$ cat config.mk
export PLATFORM = sky130hd
export DESIGN_NAME = hpr_ctrl
export DESIGN_NICKNAME = d
export VERILOG_FILES = /design/src/hdl/hpr_pkg.sv /design/src/hdl/hpr_ctrl.sv
export SDC_FILE = /design/constraint.sdc
export NUM_CORES = 1
export LEC_CHECK = 0
export BUFFER_PORTS_ARGS = -buffer_cell sky130_fd_sc_hd__buf_2
export CAP_MARGIN = 20
export CORE_AREA = 2 2 39 41
export CTS_CLUSTER_DIAMETER = 100
export CTS_CLUSTER_SIZE = 12
export DETAILED_ROUTE_END_ITERATION = 7
export DIE_AREA = 0 0 41 43
export PLACE_DENSITY = 0.52
export SLEW_MARGIN = 20
export SYNTH_ARGS = -nofsm -noshare
export SYNTH_HDL_FRONTEND = slang
export SYNTH_SLANG_ARGS = --single-unit
$ cat constraint.sdc
create_clock -name clk -period 1.35 [get_ports clk]
set_input_delay 0.0675 -clock clk [delete_from_list [all_inputs] [get_ports clk]]
set_output_delay 0.0675 -clock clk [all_outputs]
set_load 0.03 [all_outputs]
$ cat src/hdl/hpr_pkg.sv
package hpr_pkg;

  typedef enum logic [3:0] {
    ST_CLEAR,
    ST_IDLE,
    ST_RD,
    ST_DECIDE,
    ST_SUM,
    ST_SUMWAIT,
    ST_DIV,
    ST_DONE
  } hpr_state_t;

  localparam int USER_SLOTS = 65536;
  localparam int PAGE_SLOTS = 1024;
  localparam int FRAC_BITS  = 20;
  localparam int OUT_W      = 21;

  typedef struct packed {
    logic clr_step;
    logic load;
    logic update;
    logic sum_start;
    logic sum_step;
    logic div_start;
    logic div_step;
    logic emit;
  } hpr_cmd_t;

  typedef struct packed {
    logic clr_done;
    logic is_query;
    logic valid_rec;
    logic unknown;
    logic one_user;
    logic sum_done;
    logic div_done;
  } hpr_stat_t;

endpackage

$ cat src/hdl/hpr_ctrl.sv
module hpr_ctrl (
  input  logic               clk,
  input  logic               rst_n,
  input  logic               start,
  input  hpr_pkg::hpr_stat_t stat,
  output hpr_pkg::hpr_cmd_t  cmd,
  output logic               busy
);

  import hpr_pkg::*;

  hpr_state_t state_r, state_nxt;

  // state register
  always_ff @(posedge clk) begin
    if (!rst_n) begin
      state_r <= ST_CLEAR;
    end else begin
      state_r <= state_nxt;
    end
  end

  // next state and commands
  always_comb begin
    state_nxt = state_r;
    cmd = '0;
    busy = 1'b1;
    case (state_r)
      ST_CLEAR: begin
        cmd.clr_step = 1'b1;
        if (stat.clr_done) begin
          state_nxt = ST_IDLE;
        end
      end
      ST_IDLE: begin
        busy = 1'b0;
        if (start) begin
          cmd.load = 1'b1;
          state_nxt = ST_RD;
        end
      end
      ST_RD: begin
        state_nxt = ST_DECIDE;
      end
      ST_DECIDE: begin
        if (!stat.is_query) begin
          cmd.update = stat.valid_rec;
          state_nxt = ST_IDLE;
        end else if (stat.unknown || stat.one_user) begin
          state_nxt = ST_DONE;
        end else begin
          cmd.sum_start = 1'b1;
          state_nxt = ST_SUMWAIT;
        end
      end
      ST_SUMWAIT: begin
        state_nxt = ST_SUM;
      end
      ST_SUM: begin
        cmd.sum_step = 1'b1;
        if (stat.sum_done) begin
          state_nxt = ST_DIV;
          cmd.div_start = 1'b1;
        end
      end
      ST_DIV: begin
        cmd.div_step = 1'b1;
        if (stat.div_done) begin
          state_nxt = ST_DONE;
        end
      end
      ST_DONE: begin
        cmd.emit = 1'b1;
        state_nxt = ST_IDLE;
      end
      default: state_nxt = ST_IDLE;
    endcase
  end

endmodule

==> results.json, run 1 <==
{
  "synth_cells": 39,
  "wirelength_um": 665,
  "path_clk_slew_ns": 0.04,
  "ant_nets": 0,
  "yosys.area.top_type_share": 0.2096,
  "fin_crit_ns": 1.282,
  "fillCellCount": 160,
  "regArea_um2": 66.31,
  "yosys_warnings": 0,
  "finalCritPeriodShare": 0.9497,
  "numCtsBuffers": 3,
  "drtPass1Iterations": 2,
  "grt_max_degree": 13,
  "cts_tree": "done",
  "r2r_slack_ns": 0.32,
  "drc": 0,
  "ys_seq_area_frac": 0.2096,
  "synth_area_leader_cell": "dfxtp_1",
  "hp-start": "stat[0]",
  "die_height_um": 43,
  "critPathSlowestCell": "dfxtp_2",
  "start_util": 0.2071,
  "top_regs": "state_r x3",
  "ys_ff_latch": 3,
  "slew_headroom": 0.8521,
  "rows": 14,
  "finalSetupViolCount": 0,
  "worstPathArrival_ns": 1.21,
  "post_dp_cell_area_um2": 374.1,
  "synth_edf_count": 0,
  "max_freq_ghz": 0.7800,
  "synth-main-ff-cell": "dfxtp_1",
  "netlist_top_cells_area": "dfxtp_1, nor2_1, buf_6",
  "dieArea_um2": 1763,
  "rr_endpoint": "state_r[1]",
  "num_vias": 331,
  "ys_types": 22,
  "cts_max_level": 1,
  "final_nets": 70,
  "clock_latency_ns": 0.23,
  "cts_hold_buf": 0,
  "cp_cell_sequence": "nand2_2, nor4b_2, buf_2",
  "grt_overflow": 0,
  "numPortBuffers": 18,
  "dr.first_iter.drc_count": 6,
  "synthArstFlopShare": 0,
  "cpPeakStageDelay_ns": 0.41,
  "antenna_found_initial": 0,
  "cts.sinks": 3,
  "antenna_cells": 0,
  "slew_violations": 0,
  "maxCapViolations": 0,
  "fin_area_um2": 406.6,
  "synth_area_um2": 286.5,
  "status": "complete, no violations",
  "critPathRequiredTime_ns": 1.28,
  "root_buffer": "clkbuf_4",
  "final_util": 0.2939,
  "end_kind": "output pin",
  "synth_nets": 49,
  "critPathTopFamily": "flip-flops",
  "hold_class": "in -> reg",
  "power.density_nw_per_um2": 1054,
  "crit_fanout": 9,
  "worstSetupPathType": "reg -> out",
  "io_pins": 19,
  "pre_cts_slack_ns": 0.1351,
  "regMostFlops": "state_r",
  "multi_input_area_um2": 188.9,
  "cp-start-kind": "flop",
  "setup_ws_ns": 0.06792,
  "rsz0062_at_grt": "yes",
  "peakVddDrop_mv": 0.4315,
  "hold_viol": 0,
  "synth_common_cells": "nor2_1, a21oi_1, dfxtp_1",
  "leakagePower_nw": 0.2039,
  "grt_pass1_vias": 287,
  "reg2reg_from": "state_r[1]",
  "wire_per_inst_um": 8.867,
  "reg2reg_depth": 4,
  "worst_pin_slew_ns": 0.2216,
  "yosysMostFrequentCell": "nor2_1",
  "hold_depth": 2,
  "die_w_um": 41,
  "finalClockSkew_ns": 0.001642,
  "area_growth_pct": 41.92,
  "coreArea_um2": 1384,
  "largest_register_ffs": 3,
  "grt_pass1_wl_mm": 1.097,
  "timing.critical_path.buf_inv": 1,
  "viasPerCell": 4.413,
  "track_usage": 0.09328,
  "setup_tns_ns": 0,
  "min_to": "state_r[1]",
  "clk_path_buf_depth": 2,
  "gp_congestion": 0.7980,
  "avgSynthCellArea_um2": 7.347,
  "drive_gt1_frac": 0.4915
}
layout make-up:
cell class                      instances  share of cell area
Multi-Input combinational cell         31              0.4646
Timing Repair Buffer                   19              0.2400
Sequential cell                         3              0.1631
Clock buffer                            4             0.06462
Tap cell                               16             0.04923
Inverter                                2             0.01846
per-layer routing:
metal / wire length [µm] / share of wire / GRT usage / vias up
met1: 292 / 0.44 / 0.1122 / 139
li1: - / - / - / 177
met3: 74 / 0.11 / 0.04712 / 0
met2: 298 / 0.45 / 0.1250 / 15
met4: 0 / 0 / 0.06000 / 0
met5: 0 / 0 / 0 / -
where the power goes:
group          internal, mW  switching (mW)
sequential           0.0998          0.0230
clock                 0.111          0.0467
combinational        0.0627          0.0854
cells by family (layout without fill, tap and decap cells):
family | Yosys count | after routing | synth area share
flip-flops | 3 | 3 | 0.2096
buffers and inverters | 5 | 25 | 0.1310
AO/OA/AOI/OAI | 10 | 10 | 0.2445
AND/OR/NAND/NOR | 21 | 21 | 0.4149
repair_timing:
action	in CTS	in global routing
pin swaps	0	0
setup endpoints to repair	3	2
setup buffers	0	0
gates resized for setup	3	1
through the flow:
step | instances | hold WS, ns | power, mW
final | 75 | 0.06474 | 0.4285
after CTS | 75 | 0.06186 | 0.4374
after global routing | 75 | 0.05574 | 0.4694
after detailed placement | 71 | 0.3146 | 0.2724
after global placement | 71 | 0.3086 | 0.2738
after floorplan | 39 | 0.1868 | 0.2365
placed cells by master (no fill, tap or decap):
| cell | n |
|---|---|
| nand2b_1 | 1 |
| o211ai_1 | 1 |
| nor3_1 | 2 |
| dfxtp_4 | 1 |
| o32ai_1 | 1 |
| clkbuf_1 | 1 |
| nor2_1 | 7 |
| nor3b_1 | 1 |
| a21oi_1 | 4 |
| a2bb2oi_2 | 1 |
| dfxtp_2 | 2 |
| and3_1 | 2 |
| inv_1 | 2 |
| nor2_2 | 1 |
| nand3b_1 | 2 |
| buf_4 | 1 |
| nand2_2 | 1 |
| o21ai_0 | 1 |
| and2_1 | 1 |
| nor4b_2 | 1 |
| nand2_1 | 2 |
| buf_2 | 18 |
| clkbuf_4 | 3 |
| o21ai_1 | 1 |
| a2bb2oi_1 | 1 |
worst max-delay path by stage:
| stage | endpoint | slack, ns | startpoint | depth (start not counted) |
|---|---|---|---|---|
| after floorplan | cmd[2] | 0.02 | state_r[0] | 3 |
| after global placement | state_r[1] | 0.14 | state_r[2] | 4 |
| after detailed placement | state_r[1] | 0.14 | state_r[2] | 4 |
| after CTS | cmd[2] | 0.05 | state_r[2] | 4 |
| after global routing | cmd[6] | -0.005 | state_r[1] | 3 |
| final | cmd[5] | 0.07 | state_r[1] | 3 |
Note: power is estimated with default switching activity, not from simulation.
==> run 2: changes to the inputs <==
- PLACE_DENSITY: 0.52 -> 0.53
- clock period: 1.35 -> 1.04 ns (I/O delays scaled with it)
==> run 2 against run 1 <==
Compared with the run above:
- the flow now finishes with violations (negative setup slack)
- final area is 65% higher
- global-route usage is 3.3 points higher
- clock skew is 0.0026 ns higher
- combinational power is 140% higher
- critical endpoint unchanged
==> results.json, run 2 (synthesis gave the netlist of run 1 again) <==
{
  "wire_per_inst_um": 10.93,
  "grt_pass1_vias": 397,
  "worst_pin_slew_ns": 0.2022,
  "critPathRequiredTime_ns": 0.99,
  "maxCapViolations": 0,
  "rr_endpoint": "state_r[2]",
  "hold_class": "in -> reg",
  "regArea_um2": 71.32,
  "num_vias": 421,
  "worstPathArrival_ns": 1.14,
  "die_w_um": 41,
  "dr.first_iter.drc_count": 4,
  "end_kind": "output pin",
  "cts_hold_buf": 0,
  "crit_start": "state_r[1]",
  "coreArea_um2": 1384,
  "slew_violations": 0,
  "fin_area_um2": 669.4,
  "ant_nets": 0,
  "busiest_layer": "met2",
  "dieArea_um2": 1763,
  "cts.sinks": 3,
  "grt_use_met1": 0.1506,
  "antenna_found_initial": 0,
  "whs_ns": 0.03831,
  "numPortBuffers": 18,
  "finalSetupViolCount": 11,
  "io_pins": 19,
  "worstSetupPathType": "reg -> out",
  "track_usage": 0.1264,
  "drtPass1Iterations": 5,
  "peakVddDrop_mv": 0.6063,
  "top_regs": "state_r x3",
  "clock_latency_ns": 0.24,
  "mostFrequentLayoutCell": "buf_6",
  "final_cell_mix": "buf_6, buf_2, buf_4",
  "slew_headroom": 0.8648,
  "final_nets": 84,
  "finalCritPeriodShare": 1.149,
  "finalClockSkew_ns": 0.004245,
  "drive_gt1_frac": 0.7123,
  "regMostFlops": "state_r",
  "start_util": 0.2071,
  "die_height_um": 43,
  "grt_max_degree": 7,
  "cts_tree": "done",
  "hold_viol": 0,
  "power.density_nw_per_um2": 1069,
  "reg2reg_depth": 6,
  "antenna_cells": 0,
  "drc": 0,
  "grt_util_met2": 0.1813,
  "root_buffer": "clkbuf_4",
  "rsz0062_at_grt": "yes",
  "setup_ws_ns": -0.1550,
  "rows": 14,
  "numCtsBuffers": 3,
  "fin_crit_ns": 1.195,
  "r2r_slack_ns": -0.12,
  "post-place-cells": 76,
  "clk_path_buf_depth": 2,
  "grtUsageMet3": 0.06283,
  "multi_input_area_um2": 262.8,
  "pre_cts_slack_ns": -0.05966,
  "area_growth_pct": 133.6,
  "grt_overflow": 0,
  "hpwl_um": 633.1,
  "cts_max_level": 1,
  "violations": "negative setup slack",
  "max_freq_ghz": 0.8368,
  "reg2reg_from": "state_r[1]",
  "viasPerCell": 4.730,
  "fillCellCount": 139,
  "crit_fanout": 6,
  "worstSetupEndpoint": "cmd[5]",
  "status": "finished with violations",
  "grt_pass1_wl_mm": 1.504,
  "finalNonFillerCells": 89,
  "path_clk_slew_ns": 0.04,
  "largest_register_ffs": 3,
  "gp_congestion": 0.8317,
  "wirelength_um": 973,
  "cp-start-kind": "flop",
  "post_dp_cell_area_um2": 439.2,
  "leakagePower_nw": 0.3055
}
==> run 2: final cells by class <==
type                    count  area share
repair buffers             33      0.4206
multi-input cells          31      0.3925
flip-flops and latches      3      0.1065
clock buffers               4     0.03925
well taps                  16     0.02991
inverters                   2     0.01121
==> run 2: routing by layer <==
metal	part of all wire	up-vias	routed length, µm
met5	0	-	0
met2	0.52	16	504
met4	0.035	0	34
met3	0.051	6	50
met1	0.39	193	383
li1	-	206	-
==> run 2: repair_timing <==
item                                    CTS  global route
endpoints found under the setup margin   11            12
hold endpoints to repair                  0             0
pin swaps                                 8            10
setup buffers                             6             3
gates resized for setup                  29            12
==> run 2: report_power, final <==
group | leakage (nW) | internal, mW | switching (mW)
Sequential | 0.0267 | 0.131 | 0.0310
Combinational | 0.264 | 0.187 | 0.163
Clock | 0.0150 | 0.144 | 0.0609
==> run 2: worst min path at each step <==
stage,start,to,cells past startpoint
2_1_floorplan,stat[5],cmd[5],1
3_3_place_gp,stat[0],state_r[1],2
3_5_place_dp,stat[0],state_r[1],2
4_1_cts,stat[0],state_r[1],2
5_1_grt,stat[0],state_r[1],2
6_report,stat[0],state_r[1],2
==> run 2: stage by stage <==
step           TNS [ns]    util  total power [mW]
6_report        -0.9565  0.4837            0.7157
2_1_floorplan   -0.1563       -            0.3181
5_1_grt          -1.574  0.4837            0.7738
4_1_cts         -0.7571  0.4331            0.6682
3_5_place_dp    -0.1062  0.3174            0.3877
3_3_place_gp    -0.1275  0.3174            0.3856
==> run 2: worst max-delay path: stages, from the launching register on <==
cell,delay [ns]
dfxtp_4,0.40
nand2_4,0.09
nor4b_4,0.26
buf_6,0.16
